## src/hdl/ogg_page_header_parser_assert.svh

```systemverilog
// assertion macros of the ogg page header parser rtl
`ifndef OGG_PAGE_HEADER_PARSER_ASSERT_SVH
`define OGG_PAGE_HEADER_PARSER_ASSERT_SVH

// same-cycle implication, checked outside reset
`define OPHP_ASSERT_NOW(label, ante, cons, msg) \
   label: assert property (@(posedge clock) disable iff (reset) (ante) |-> (cons)) \
      else $error(msg);

// next-cycle implication, checked outside reset
`define OPHP_ASSERT_NEXT(label, ante, cons, msg) \
   label: assert property (@(posedge clock) disable iff (reset) (ante) |=> (cons)) \
      else $error(msg);

`endif

```

## src/hdl/ogg_php_pkg.sv

```systemverilog
// types and constants of the ogg page header parser
package ogg_php_pkg;

   localparam logic [7:0] PAT_O = 8'h4F;
   localparam logic [7:0] PAT_G = 8'h67;
   localparam logic [7:0] PAT_S = 8'h53;
   localparam logic [8:0] HDR_FIXED = 9'd27;

   // parse phase: offset in the page header of the byte expected next
   localparam logic [4:0] PH_HUNT = 5'd0;
   localparam logic [4:0] PH_VERSION = 5'd4;
   localparam logic [4:0] PH_TYPE = 5'd5;
   localparam logic [4:0] PH_GRAN = 5'd6;
   localparam logic [4:0] PH_SERIAL = 5'd14;
   localparam logic [4:0] PH_SEQ = 5'd18;
   localparam logic [4:0] PH_CRC = 5'd22;
   localparam logic [4:0] PH_SEGS = 5'd26;
   localparam logic [4:0] PH_LACE = 5'd27;

   typedef struct packed {
      logic [7:0] data;
      logic is_s;
      logic is_zero;
   } byte_item_type;

   typedef struct packed {
      logic [7:0] page_flags;
      logic [63:0] granule_pos;
      logic [31:0] serial_number;
      logic [31:0] sequence_number;
      logic [31:0] page_checksum;
      logic [7:0] segment_count;
      logic [8:0] header_length;
      logic [15:0] body_length;
   } page_record_type;

endpackage

```

## src/hdl/ogg_php_front.sv

```systemverilog
// front end: two-beat byte queue that tags each byte for the parser
module ogg_php_front (
   input logic clock,
   input logic reset,
   input logic push,
   output logic full,
   input logic [7:0] data_byte,
   output logic item_valid,
   output ogg_php_pkg::byte_item_type item,
   input logic item_take
);
   import ogg_php_pkg::*;

   byte_item_type slot_ff [2];
   logic wr_ptr_ff, wr_ptr_in;
   logic rd_ptr_ff, rd_ptr_in;
   logic [1:0] count_ff, count_in;
   logic put;
   byte_item_type marked;

   assign full = (count_ff == 2'd2);
   assign put = push && !full;
   assign item_valid = (count_ff != 2'd0);
   assign item = slot_ff[rd_ptr_ff];

   always_comb begin
      marked.data = data_byte;
      marked.is_s = (data_byte == PAT_S);
      marked.is_zero = (data_byte == 8'd0);
   end

   always_comb begin
      wr_ptr_in = wr_ptr_ff ^ put;
      rd_ptr_in = rd_ptr_ff ^ item_take;
      count_in = count_ff + {1'b0, put} - {1'b0, item_take};
   end

   always_ff @(posedge clock) begin
      if (reset) begin
         wr_ptr_ff <= 1'b0;
         rd_ptr_ff <= 1'b0;
         count_ff <= 2'd0;
      end else begin
         wr_ptr_ff <= wr_ptr_in;
         rd_ptr_ff <= rd_ptr_in;
         count_ff <= count_in;
      end
   end

   always_ff @(posedge clock) begin
      if (put) begin
         slot_ff[wr_ptr_ff] <= marked;
      end
   end

endmodule

```

## src/hdl/ogg_php_back.sv

```systemverilog
// back end: capture-pattern hunt and page header field assembly
module ogg_php_back (
   input logic clock,
   input logic reset,
   input logic item_valid,
   input ogg_php_pkg::byte_item_type item,
   output logic item_take,
   input logic rec_full,
   output logic rec_push,
   output ogg_php_pkg::page_record_type rec
);
   import ogg_php_pkg::*;

   logic [23:0] window_ff, window_in;
   logic [4:0] phase_ff, phase_in;
   logic [7:0] type_ff, type_in;
   logic [63:0] granule_ff, granule_in;
   logic [31:0] serial_ff, serial_in;
   logic [31:0] sequence_ff, sequence_in;
   logic [31:0] crc_ff, crc_in;
   logic [7:0] segments_ff, segments_in;
   logic [7:0] lacing_left_ff, lacing_left_in;
   logic [15:0] body_ff, body_in;
   logic hit;
   logic [4:0] offset;
   logic [7:0] b;

   assign item_take = item_valid && !rec_full;
   assign b = item.data;
   assign hit = (window_ff == {PAT_O, PAT_G, PAT_G}) && item.is_s;

   always_comb begin
      window_in = window_ff;
      phase_in = phase_ff;
      type_in = type_ff;
      granule_in = granule_ff;
      serial_in = serial_ff;
      sequence_in = sequence_ff;
      crc_in = crc_ff;
      segments_in = segments_ff;
      lacing_left_in = lacing_left_ff;
      body_in = body_ff;
      rec_push = 1'b0;
      offset = 5'd0;
      if (item_take) begin
         priority if (phase_ff == PH_HUNT) begin
            window_in = {window_ff[15:0], b};
            if (hit) begin
               window_in = 24'd0;
               phase_in = PH_VERSION;
               type_in = 8'd0;
               granule_in = 64'd0;
               serial_in = 32'd0;
               sequence_in = 32'd0;
               crc_in = 32'd0;
               segments_in = 8'd0;
               lacing_left_in = 8'd0;
               body_in = 16'd0;
            end
         end else if (phase_ff == PH_VERSION) begin
            if (item.is_zero) begin
               phase_in = PH_TYPE;
            end else begin
               phase_in = PH_HUNT;
               window_in = 24'd0;
            end
         end else if (phase_ff == PH_TYPE) begin
            type_in = b;
            phase_in = PH_GRAN;
         end else if (phase_ff >= PH_GRAN && phase_ff < PH_SERIAL) begin
            offset = phase_ff - PH_GRAN;
            granule_in[offset[2:0]*8 +: 8] = b;
            phase_in = phase_ff + 5'd1;
         end else if (phase_ff >= PH_SERIAL && phase_ff < PH_SEQ) begin
            offset = phase_ff - PH_SERIAL;
            serial_in[offset[1:0]*8 +: 8] = b;
            phase_in = phase_ff + 5'd1;
         end else if (phase_ff >= PH_SEQ && phase_ff < PH_CRC) begin
            offset = phase_ff - PH_SEQ;
            sequence_in[offset[1:0]*8 +: 8] = b;
            phase_in = phase_ff + 5'd1;
         end else if (phase_ff >= PH_CRC && phase_ff < PH_SEGS) begin
            offset = phase_ff - PH_CRC;
            crc_in[offset[1:0]*8 +: 8] = b;
            phase_in = phase_ff + 5'd1;
         end else if (phase_ff == PH_SEGS) begin
            segments_in = b;
            lacing_left_in = b;
            body_in = 16'd0;
            if (item.is_zero) begin
               rec_push = 1'b1;
               phase_in = PH_HUNT;
               window_in = 24'd0;
            end else begin
               phase_in = PH_LACE;
            end
         end else if (phase_ff == PH_LACE && lacing_left_ff != 8'd0) begin
            body_in = body_ff + {8'd0, b};
            lacing_left_in = lacing_left_ff - 8'd1;
            if (lacing_left_ff == 8'd1) begin
               rec_push = 1'b1;
               phase_in = PH_HUNT;
               window_in = 24'd0;
            end
         end else begin
            // phase with no meaning: back to hunting, byte not hunted
            phase_in = PH_HUNT;
            window_in = 24'd0;
         end
      end
   end

   always_comb begin
      rec.page_flags = type_in;
      rec.granule_pos = granule_in;
      rec.serial_number = serial_in;
      rec.sequence_number = sequence_in;
      rec.page_checksum = crc_in;
      rec.segment_count = segments_in;
      rec.header_length = HDR_FIXED + {1'b0, segments_in};
      rec.body_length = body_in;
   end

   always_ff @(posedge clock) begin
      if (reset) begin
         window_ff <= 24'd0;
         phase_ff <= PH_HUNT;
         type_ff <= 8'd0;
         granule_ff <= 64'd0;
         serial_ff <= 32'd0;
         sequence_ff <= 32'd0;
         crc_ff <= 32'd0;
         segments_ff <= 8'd0;
         lacing_left_ff <= 8'd0;
         body_ff <= 16'd0;
      end else begin
         window_ff <= window_in;
         phase_ff <= phase_in;
         type_ff <= type_in;
         granule_ff <= granule_in;
         serial_ff <= serial_in;
         sequence_ff <= sequence_in;
         crc_ff <= crc_in;
         segments_ff <= segments_in;
         lacing_left_ff <= lacing_left_in;
         body_ff <= body_in;
      end
   end

`include "ogg_page_header_parser_assert.svh"

`OPHP_ASSERT_NOW(a_emit_phase, rec_push, (phase_ff == PH_SEGS) || (phase_ff == PH_LACE), "record outside segment phases")
`OPHP_ASSERT_NEXT(a_emit_rehunt, rec_push, (phase_ff == PH_HUNT) && (window_ff == 24'd0), "no clean hunt after record")
`OPHP_ASSERT_NEXT(a_hit_clear, item_take && (phase_ff == PH_HUNT) && hit, (phase_ff == PH_VERSION) && (granule_ff == 64'd0), "header not cleared on pattern")
`OPHP_ASSERT_NOW(a_lace_left, phase_ff == PH_LACE, lacing_left_ff != 8'd0, "lacing phase with no bytes left")

endmodule

```

## src/hdl/ogg_php_rspq.sv

```systemverilog
// result queue: two header records waiting for the consumer
module ogg_php_rspq (
   input logic clock,
   input logic reset,
   input logic rec_push,
   input ogg_php_pkg::page_record_type rec,
   output logic rec_full,
   input logic pop,
   output logic empty,
   output ogg_php_pkg::page_record_type head
);
   import ogg_php_pkg::*;

   page_record_type slot_ff [2];
   logic wr_ptr_ff, wr_ptr_in;
   logic rd_ptr_ff, rd_ptr_in;
   logic [1:0] count_ff, count_in;
   logic take;

   assign rec_full = (count_ff == 2'd2);
   assign empty = (count_ff == 2'd0);
   assign take = pop && !empty;
   assign head = slot_ff[rd_ptr_ff];

   always_comb begin
      wr_ptr_in = wr_ptr_ff ^ rec_push;
      rd_ptr_in = rd_ptr_ff ^ take;
      count_in = count_ff + {1'b0, rec_push} - {1'b0, take};
   end

   always_ff @(posedge clock) begin
      if (reset) begin
         wr_ptr_ff <= 1'b0;
         rd_ptr_ff <= 1'b0;
         count_ff <= 2'd0;
      end else begin
         wr_ptr_ff <= wr_ptr_in;
         rd_ptr_ff <= rd_ptr_in;
         count_ff <= count_in;
      end
   end

   always_ff @(posedge clock) begin
      if (rec_push) begin
         slot_ff[wr_ptr_ff] <= rec;
      end
   end

endmodule

```

## src/hdl/ogg_page_header_parser.sv

```systemverilog
// top level of the ogg page header parser
//
// takes a raw ogg container stream one byte per input beat and returns one
// record per well-formed page header: type flags, granule position, serial,
// sequence and checksum words, segment count, header length (27 plus the
// segment count) and body length (sum of the lacing values). the capture
// pattern is found by a sliding match at every byte offset while hunting;
// a page whose version byte is not zero is dropped, and page bodies simply
// pass through the hunt. one byte is consumed per clock cycle; the rate is
// set by the parser's single byte-wide assembly step, and the result queue
// never holds up input as long as records are popped. each pushed byte is
// first registered in the front queue; the parser writes the record into
// the result queue in the cycle it takes the last header byte, and the
// record is on the result ports, ready to pop, in the next cycle.
module ogg_page_header_parser (
   input logic clock,
   input logic reset,
   // input beat: one stream byte
   input logic push,
   output logic full,
   input logic [7:0] req_data_byte,
   // result beat: one page header record
   output logic empty,
   input logic pop,
   output logic [7:0] rsp_page_flags,
   output logic [63:0] rsp_granule_pos,
   output logic [31:0] rsp_serial_number,
   output logic [31:0] rsp_sequence_number,
   output logic [31:0] rsp_page_checksum,
   output logic [7:0] rsp_segment_count,
   output logic [8:0] rsp_header_length,
   output logic [15:0] rsp_body_length
);
   import ogg_php_pkg::*;

   // front to back: tagged byte queue
   logic item_valid;
   logic item_take;
   byte_item_type item;

   // back to result queue
   logic rec_push;
   logic rec_full;
   page_record_type rec;
   page_record_type head;

   // accepts bytes and tags them while the parser is busy or stalled
   ogg_php_front u_front (
      .clock (clock),
      .reset (reset),
      .push (push),
      .full (full),
      .data_byte (req_data_byte),
      .item_valid (item_valid),
      .item (item),
      .item_take (item_take)
   );

   // hunt and header assembly, one byte per cycle while the result queue has room
   ogg_php_back u_back (
      .clock (clock),
      .reset (reset),
      .item_valid (item_valid),
      .item (item),
      .item_take (item_take),
      .rec_full (rec_full),
      .rec_push (rec_push),
      .rec (rec)
   );

   // finished records wait here for the consumer
   ogg_php_rspq u_rspq (
      .clock (clock),
      .reset (reset),
      .rec_push (rec_push),
      .rec (rec),
      .rec_full (rec_full),
      .pop (pop),
      .empty (empty),
      .head (head)
   );

   assign rsp_page_flags = head.page_flags;
   assign rsp_granule_pos = head.granule_pos;
   assign rsp_serial_number = head.serial_number;
   assign rsp_sequence_number = head.sequence_number;
   assign rsp_page_checksum = head.page_checksum;
   assign rsp_segment_count = head.segment_count;
   assign rsp_header_length = head.header_length;
   assign rsp_body_length = head.body_length;

endmodule

```

## config.mk

```make
export PLATFORM = sky130hd
export DESIGN_NAME = ogg_page_header_parser
export DESIGN_NICKNAME = d
export VERILOG_FILES = /design/src/hdl/ogg_php_pkg.sv /design/src/hdl/ogg_php_front.sv /design/src/hdl/ogg_php_back.sv /design/src/hdl/ogg_php_rspq.sv /design/src/hdl/ogg_page_header_parser.sv
export VERILOG_INCLUDE_DIRS = /design/src /design/src/hdl
export SDC_FILE = /design/constraint.sdc
export NUM_CORES = 1
export LEC_CHECK = 0
export BUFFER_PORTS_ARGS = -buffer_cell sky130_fd_sc_hd__buf_2
export CAP_MARGIN = 20
export CORE_MARGIN = 2
export CORE_UTILIZATION = 40
export CTS_BUF_LIST = sky130_fd_sc_hd__clkbuf_16
export DETAILED_ROUTE_END_ITERATION = 10
export PLACE_DENSITY = 0.62
export REMOVE_ABC_BUFFERS = 1
export SYNTH_ARGS = -nofsm -noshare
export SYNTH_HDL_FRONTEND = slang
export SYNTH_SLANG_ARGS = --single-unit
```

## constraint.sdc

```tcl
create_clock -name clock -period 9.8 [get_ports clock]
set_input_delay 1.47 -clock clock [delete_from_list [all_inputs] [get_ports clock]]
set_output_delay 1.47 -clock clock [all_outputs]
set_load 0.01 [all_outputs]
```

==> results of run 1 <==
## cell usage in the layout, fill, tap and decap left out, drive strengths merged, types with 72 or more instances in the layout
| cell type | netlist | final |
|---|---|---|
| edfxtp | 422 | 422 |
| buf | 24 | 252 |
| dfxtp | 237 | 237 |
| mux2 | 203 | 203 |
| nor2 | 160 | 160 |
| and2 | 153 | 153 |
| nand2 | 140 | 140 |
| a22o | 102 | 102 |
| a21oi | 86 | 86 |
| o21ai | 75 | 75 |
| clkbuf | 93 | 72 |
## worst max-delay path, cell delays in order, from the launching register on
cell	delay (ps)
dfxtp_4	700
buf_4	670
buf_4	620
mux2_2	420
buf_2	140
## logic make-up (layout without fill, tap and decap cells)
logic type / count (synthesis) / after routing / synth area share
AO/OA/AOI/OAI: 398 / 398 / 0.107
adder cells (fa/ha/maj): 28 / 28 / 0.0132
flip-flops: 659 / 659 / 0.645
multiplexers: 215 / 215 / 0.0892
XOR/XNOR: 23 / 23 / 0.00746
AND/OR/NAND/NOR: 613 / 613 / 0.115
buffers and inverters: 152 / 417 / 0.0226
## registers in the layout (all words and copies together) (netlist names)
name	cells
u_back.granule_ff	64
u_back.segments_ff	8
u_back.phase_ff	5
u_back.body_ff	16
u_front.rd_ptr_ff	1
u_back.serial_ff	32
u_back.crc_ff	32
u_rspq.wr_ptr_ff	1
u_rspq.count_ff	2
u_back.window_ff	24
u_front.slot_ff	20
u_rspq.slot_ff	402
u_front.count_ff	2
u_back.lacing_left_ff	8
u_back.type_ff	8
u_back.sequence_ff	32
u_front.wr_ptr_ff	1
u_rspq.rd_ptr_ff	1
## path summary, 6_finish.rpt
check | cells after the start | endpoint
max | 4 | rsp_sequence_number[10]
min | 2 | u_back.crc_ff[18]
max reg2reg | 8 | u_rspq.slot_ff[0][116]
min reg2reg | 2 | u_back.crc_ff[18]
## per-layer routing
| layer | share of wire | wire, um | GRT usage |
|---|---|---|---|
| met4 | 0.018 | 1310 | 0.0504 |
| met1 | 0.45 | 31600 | 0.276 |
| met3 | 0.064 | 4520 | 0.0346 |
| met5 | 0 | 0 | 0 |
| met2 | 0.47 | 33500 | 0.322 |
## stage by stage
| step | hold slack [ps] | setup WS (ps) |
|---|---|---|
| after CTS | 460 | 4960 |
| final | 460 | 4990 |
| after floorplan | 433 | 2710 |
| after global routing | 483 | 4830 |
| after detailed placement | 452 | 5110 |
| after global placement | 448 | 5140 |
## area by class of cell
class | count | share of cell area
inverter | 35 | 0.00419
tap | 873 | 0.0348
multi-input combinational | 1277 | 0.288
clock inverter | 58 | 0.0165
clock buffer | 72 | 0.0574
timing repair buffer | 252 | 0.0446
sequential | 659 | 0.555
## power by group
group          total [W]  internal (W)  switching [W]
clock            0.00265       0.00156        0.00109
sequential       0.00300       0.00296      0.0000396
combinational   0.000605      0.000179       0.000426
==> run summary, run 1 <==
Largest net degree at the start of global routing - 87
Post-DP HPWL - 46.0 mm
Worst-Margin Slew - 1090 ps
Port-buffer cells - 214
Drt first-iter violations - 1589
Placed inst area - 29000 um2
#FFs+latches synth - 659
Ports - 215
CTS sink cnt - 659
Layout net count - 2335
Final wirelength - 71.0 mm
Area share of the largest cell type after synthesis - 0.469
Drt first pass iters - 8
Crit path max fanout - 53
Worst Path Class, Setup - register to primary output
First-pass GRT wire length - 106 mm
Count leader, synth - edfxtp_1
Wirelength per Cell - 22.0 um
# setup viols final - 0
Core Area - 67000 um2
Vias in the first global route - 17000
Die area - 69600 um2
Reg2Reg Setup Slack - 5210 ps
Total GRT Usage - 0.198
Top cells by count, synth - edfxtp_1 (422), dfxtp_1 (237), mux2_2 (203), nor2_1 (159), and2_1 (152)
Worst Path Arrival - 3340 ps
Syn. warnings - 0
Die width - 264 um
Final Cell Area - 31400 um2
Fraction of registers with async set/reset - 0
Post-synth top area cell - edfxtp_1
Layout cells sized above 1 - 0.252
Worst hold start - u_back.crc_ff[18]
Routed Antenna Nets - 0
Root Buffer - clkbuf_16
Vias - 17700
Fillers - 5971
Starting Density - 0.403
Clock-pin slew on the worst setup and hold paths - 60 ps
Synth area leaders - edfxtp_1 (47%), dfxtp_1 (18%), mux2_2 (8.5%), and2_1 (3.5%), a22o_1 (3.3%)
Setup TNS Final - 0 ps
Die H - 264 um
Max Clock Freq - 208 MHz
Leakage - 10.1 nW
Peak supply drop - 0.136 mV
Worst path required time - 8330 ps
Number of library cell types mapped by synthesis - 81
Final min period - 4810 ps
P per Cell Area - 199 nW/um2
H-Tree Depth - 3
CTS Hold Bufs - 0
Tot Pwr - 0.00625 W
CTS tree - built
Util after Layout - 0.468
Status - finished, final reports clean
Final Wtd Congestion - 0.882
Sequential cell area - 17400 um2
Period utilization - 0.490
Fin. max-slew vios - 0
Post-synth EDFFs - 422
Unrepaired setup endpoints after global routing - false
DRC viols - 0
Worst skew pair latency - 620 ps
Crit end category - primary output
Critical R2R Launch - u_back.phase_ff[0]
Main flop type after synthesis - edfxtp_1
Final global-route overflow total - 0
ANT cells - 0
Max Cap Viol - 0
Hold Path Class - register to register
Setup Skew - 15.8 ps
Slew headroom - 0.265
Start point of the critical path - u_rspq.rd_ptr_ff
Post-synthesis area per instance - 12.9 um2
Setup crit start kind - register
Via density per instance - 5.49
CTS Buf Count - 70
Clock Tree Buf Depth - 3
Area delta synth->final - 16.2%
Dpl cells - 3094
Endpoints failing hold - 0
Gate Count Post-Synth - 2088
FP Rows - 95
Multi-input gate area - 9020 um2
Initial antenna violation count - 0
Gates resized, CTS repair - 0
Synthesized area - 27000 um2
Finished Layout Cells - 3226
Setup bufs post-CTS - 0
Sequential-to-total area share from yosys stat - 0.645
Note: power is estimated with default switching activity, not from simulation.
==> run 2: changes to the inputs <==
--- a/config.mk
+++ b/config.mk
@@ -12,7 +12,7 @@
 export CORE_UTILIZATION = 40
 export CTS_BUF_LIST = sky130_fd_sc_hd__clkbuf_16
 export DETAILED_ROUTE_END_ITERATION = 10
-export PLACE_DENSITY = 0.62
+export PLACE_DENSITY = 0.64
 export REMOVE_ABC_BUFFERS = 1
 export SYNTH_ARGS = -nofsm -noshare
 export SYNTH_HDL_FRONTEND = slang
==> constraint.sdc (replaced) <==
create_clock -name clock -period 3.9 [get_ports clock]
set_input_delay 0.585 -clock clock [delete_from_list [all_inputs] [get_ports clock]]
set_output_delay 0.585 -clock clock [all_outputs]
set_load 0.01 [all_outputs]
==> run summary, run 2 (synthesis gave the netlist of run 1 again) <==
Status - finished, final reports clean
Worst Path Arrival - 3760 ps (+420 ps)
Commonest non-fill, non-tap cell in the layout - edfxtp_1
Die H - 264 um (unchanged)
Period utilization - 0.867
Initial antenna violation count - 1 (+1)
Slew headroom - 0.348 (+0.0834)
R2R cell count - 5 (-3)
Total GRT Usage - 0.206 (+0.00775)
Final min period - 3380 ps
Vias in the first global route - 17800 (+4.5%)
Worst hold path stage count - 1 (-1)
Setup Skew - 24.2 ps (+8.45 ps)
Max Cap Viol - 0 (unchanged)
Endpoints failing hold - 0 (unchanged)
Largest net degree at the start of global routing - 82 (-5.7%)
Crit-path leading delay family - compound AO/OA/AOI/OAI gates
Drt first-iter violations - 1861 (+17%)
CTS sink cnt - 659 (unchanged)
Crit-path cells - inv_1 > a2111oi_4 > nand2_1 > or4_1 > o21ai_0
Starting Density - 0.403 (unchanged)
Worst-Margin Slew - 976 ps (-116 ps)
Comb power frac - 0.104 (+0.007)
Worst Path Class, Setup - register to register
Setup crit start kind - register
Worst hold start - req_data_byte[3]
Ports - 215 (unchanged)
Final Cell Area - 31700 um2 (+0.85%)
Gates resized, CTS repair - 0 (unchanged)
Die width - 264 um (unchanged)
Routed Antenna Nets - 0 (unchanged)
Via density per instance - 5.48 (-0.19%)
Core Area - 67000 um2 (unchanged)
Flop pwr share - 0.483 (+0.003)
CTS tree - built
Crit end category - register
Vias - 17900 (+1.0%)
Placed inst area - 29400 um2 (+1.4%)
WP buf/inv - 1 (-2)
CTS Hold Bufs - 0 (unchanged)
Setup bufs post-CTS - 0 (unchanged)
Worst R2R End - u_rspq.slot_ff[1][56]
Clock Tree Buf Depth - 3 (unchanged)
Worst skew pair latency - 620 ps (about the same)
FP Rows - 95 (unchanged)
Final wirelength - 73.2 mm (+3.1%)
Area delta synth->final - 17.2%
Die area - 69600 um2 (unchanged)
Worst path required time - 4280 ps (-4050 ps)
Layout net count - 2375 (+1.7%)
Drt first pass iters - 5 (-3)
Port-buffer cells - 214 (unchanged)
Final global-route overflow total - 0 (unchanged)
Max reg flops - 402 (unchanged)
Largest regs - u_rspq.slot_ff (402), u_back.granule_ff (64)
CTS Buf Count - 70 (unchanged)
Sw frac - 0.255 (+0.00627)
Reg2Reg Setup Slack - 520 ps (-4690 ps)
Critical R2R Launch - u_back.phase_ff[4]
Clock-pin slew on the worst setup and hold paths - 60 ps (about the same)
Hold Path Class - input port to register
Clock network power share - 0.413 (-0.010)
Root Buffer - clkbuf_16
Unrepaired setup endpoints after global routing - false
Max incr delay on CP - 960 ps (+260 ps)
Setup TNS Final - 0 ps (unchanged)
Crit path max fanout - 25 (-53%)
Most flops, register - u_rspq.slot_ff
Leakage - 10.2 nW (+1.6%)
Switching pwr - 0.00397 W (+160%)
Max Clock Freq - 296 MHz
Post-DP HPWL - 48.0 mm (+4.4%)
First-pass GRT wire length - 109 mm (+3.0%)
Hold slack - 177 ps (-283 ps)
# setup viols final - 0 (unchanged)
P per Cell Area - 492 nW/um2 (+150%)
Stages on the worst setup path - 5 (+1)
H-Tree Depth - 3 (unchanged)
Internal Pwr Total - 0.0116 W (+150%)
Fillers - 5976 (+0.084%)
Final Wtd Congestion - 0.871 (-1.2%)
DRC viols - 0 (unchanged)
Wirelength per Cell - 22.4 um (+1.8%)
Crit-path slowest cell - dfxtp_1
Fin. max-slew vios - 0 (unchanged)
Peak supply drop - 0.262 mV (+92%)
Most frequent cells in the layout - edfxtp_1 (422), dfxtp_1 (236), buf_2 (214)
Worst Hold End - u_front.slot_ff[0][5]
Layout cells sized above 1 - 0.265 (+0.0130)
-- run 2: worst max-delay path by stage --
stage | start | endpoint | slack [ps]
after floorplan | u_back.phase_ff[2] | u_rspq.slot_ff[0][0] | -3190
after global placement | u_back.phase_ff[0] | u_rspq.slot_ff[1][23] | 600
after detailed placement | u_back.phase_ff[4] | u_rspq.slot_ff[0][11] | 540
after CTS | u_back.phase_ff[0] | u_rspq.slot_ff[0][23] | 530
after global routing | u_back.phase_ff[4] | u_back.crc_ff[23] | 320
final | u_back.phase_ff[4] | u_rspq.slot_ff[1][56] | 520
-- run 2: power groups by stage --
| stage | Clock, W | Combinational, W | Sequential (W) |
|---|---|---|---|
| finish | 0.00643 | 0.00161 | 0.00752 |
| detailed placement | 0 | 0.00161 | 0.00767 |
| global placement | 0 | 0.00159 | 0.00767 |
| global route | 0.00683 | 0.00171 | 0.00753 |
| floorplan | 0 | 0.000799 | 0.00772 |
| CTS | 0.00656 | 0.00162 | 0.00752 |
-- run 2: worst register-to-register path: cells and delay by family, from the launching register on --
kind | cells | cell delay (ps)
flops | 1 | 960
simple gates | 2 | 640
compound gates | 2 | 1120
buf+inv | 1 | 420
-- run 2: layout make-up --
class,instances,area [um2],share of cell area
Antenna cell,1,2.50,0.0000790
Clock buffer,71,1780,0.0561
Tap cell,873,1090,0.0345
Timing Repair Buffer,292,1760,0.0555
Sequential cell,659,17400,0.550
Inverter,35,131,0.00415
Multi-Input combinational cell,1277,9020,0.285
Clock inverter,58,453,0.0143
-- run 2: metrics by stage --
stage / setup slack, ps / std cells / total power, W / utilization
floorplan: -3190 / 1971 / 0.00852 / -
global placement: 600 / 3136 / 0.00926 / 0.439
detailed placement: 541 / 3136 / 0.00928 / 0.439
CTS: 528 / 3265 / 0.0157 / 0.472
global route: 321 / 3265 / 0.0161 / 0.472
finish: 518 / 3266 / 0.0156 / 0.472
-- run 2: per-layer routing --
metal	routed length (um)	track usage
met1	31200	0.275
met3	4860	0.0357
met5	0	0
met4	2020	0.0732
met2	35100	0.339
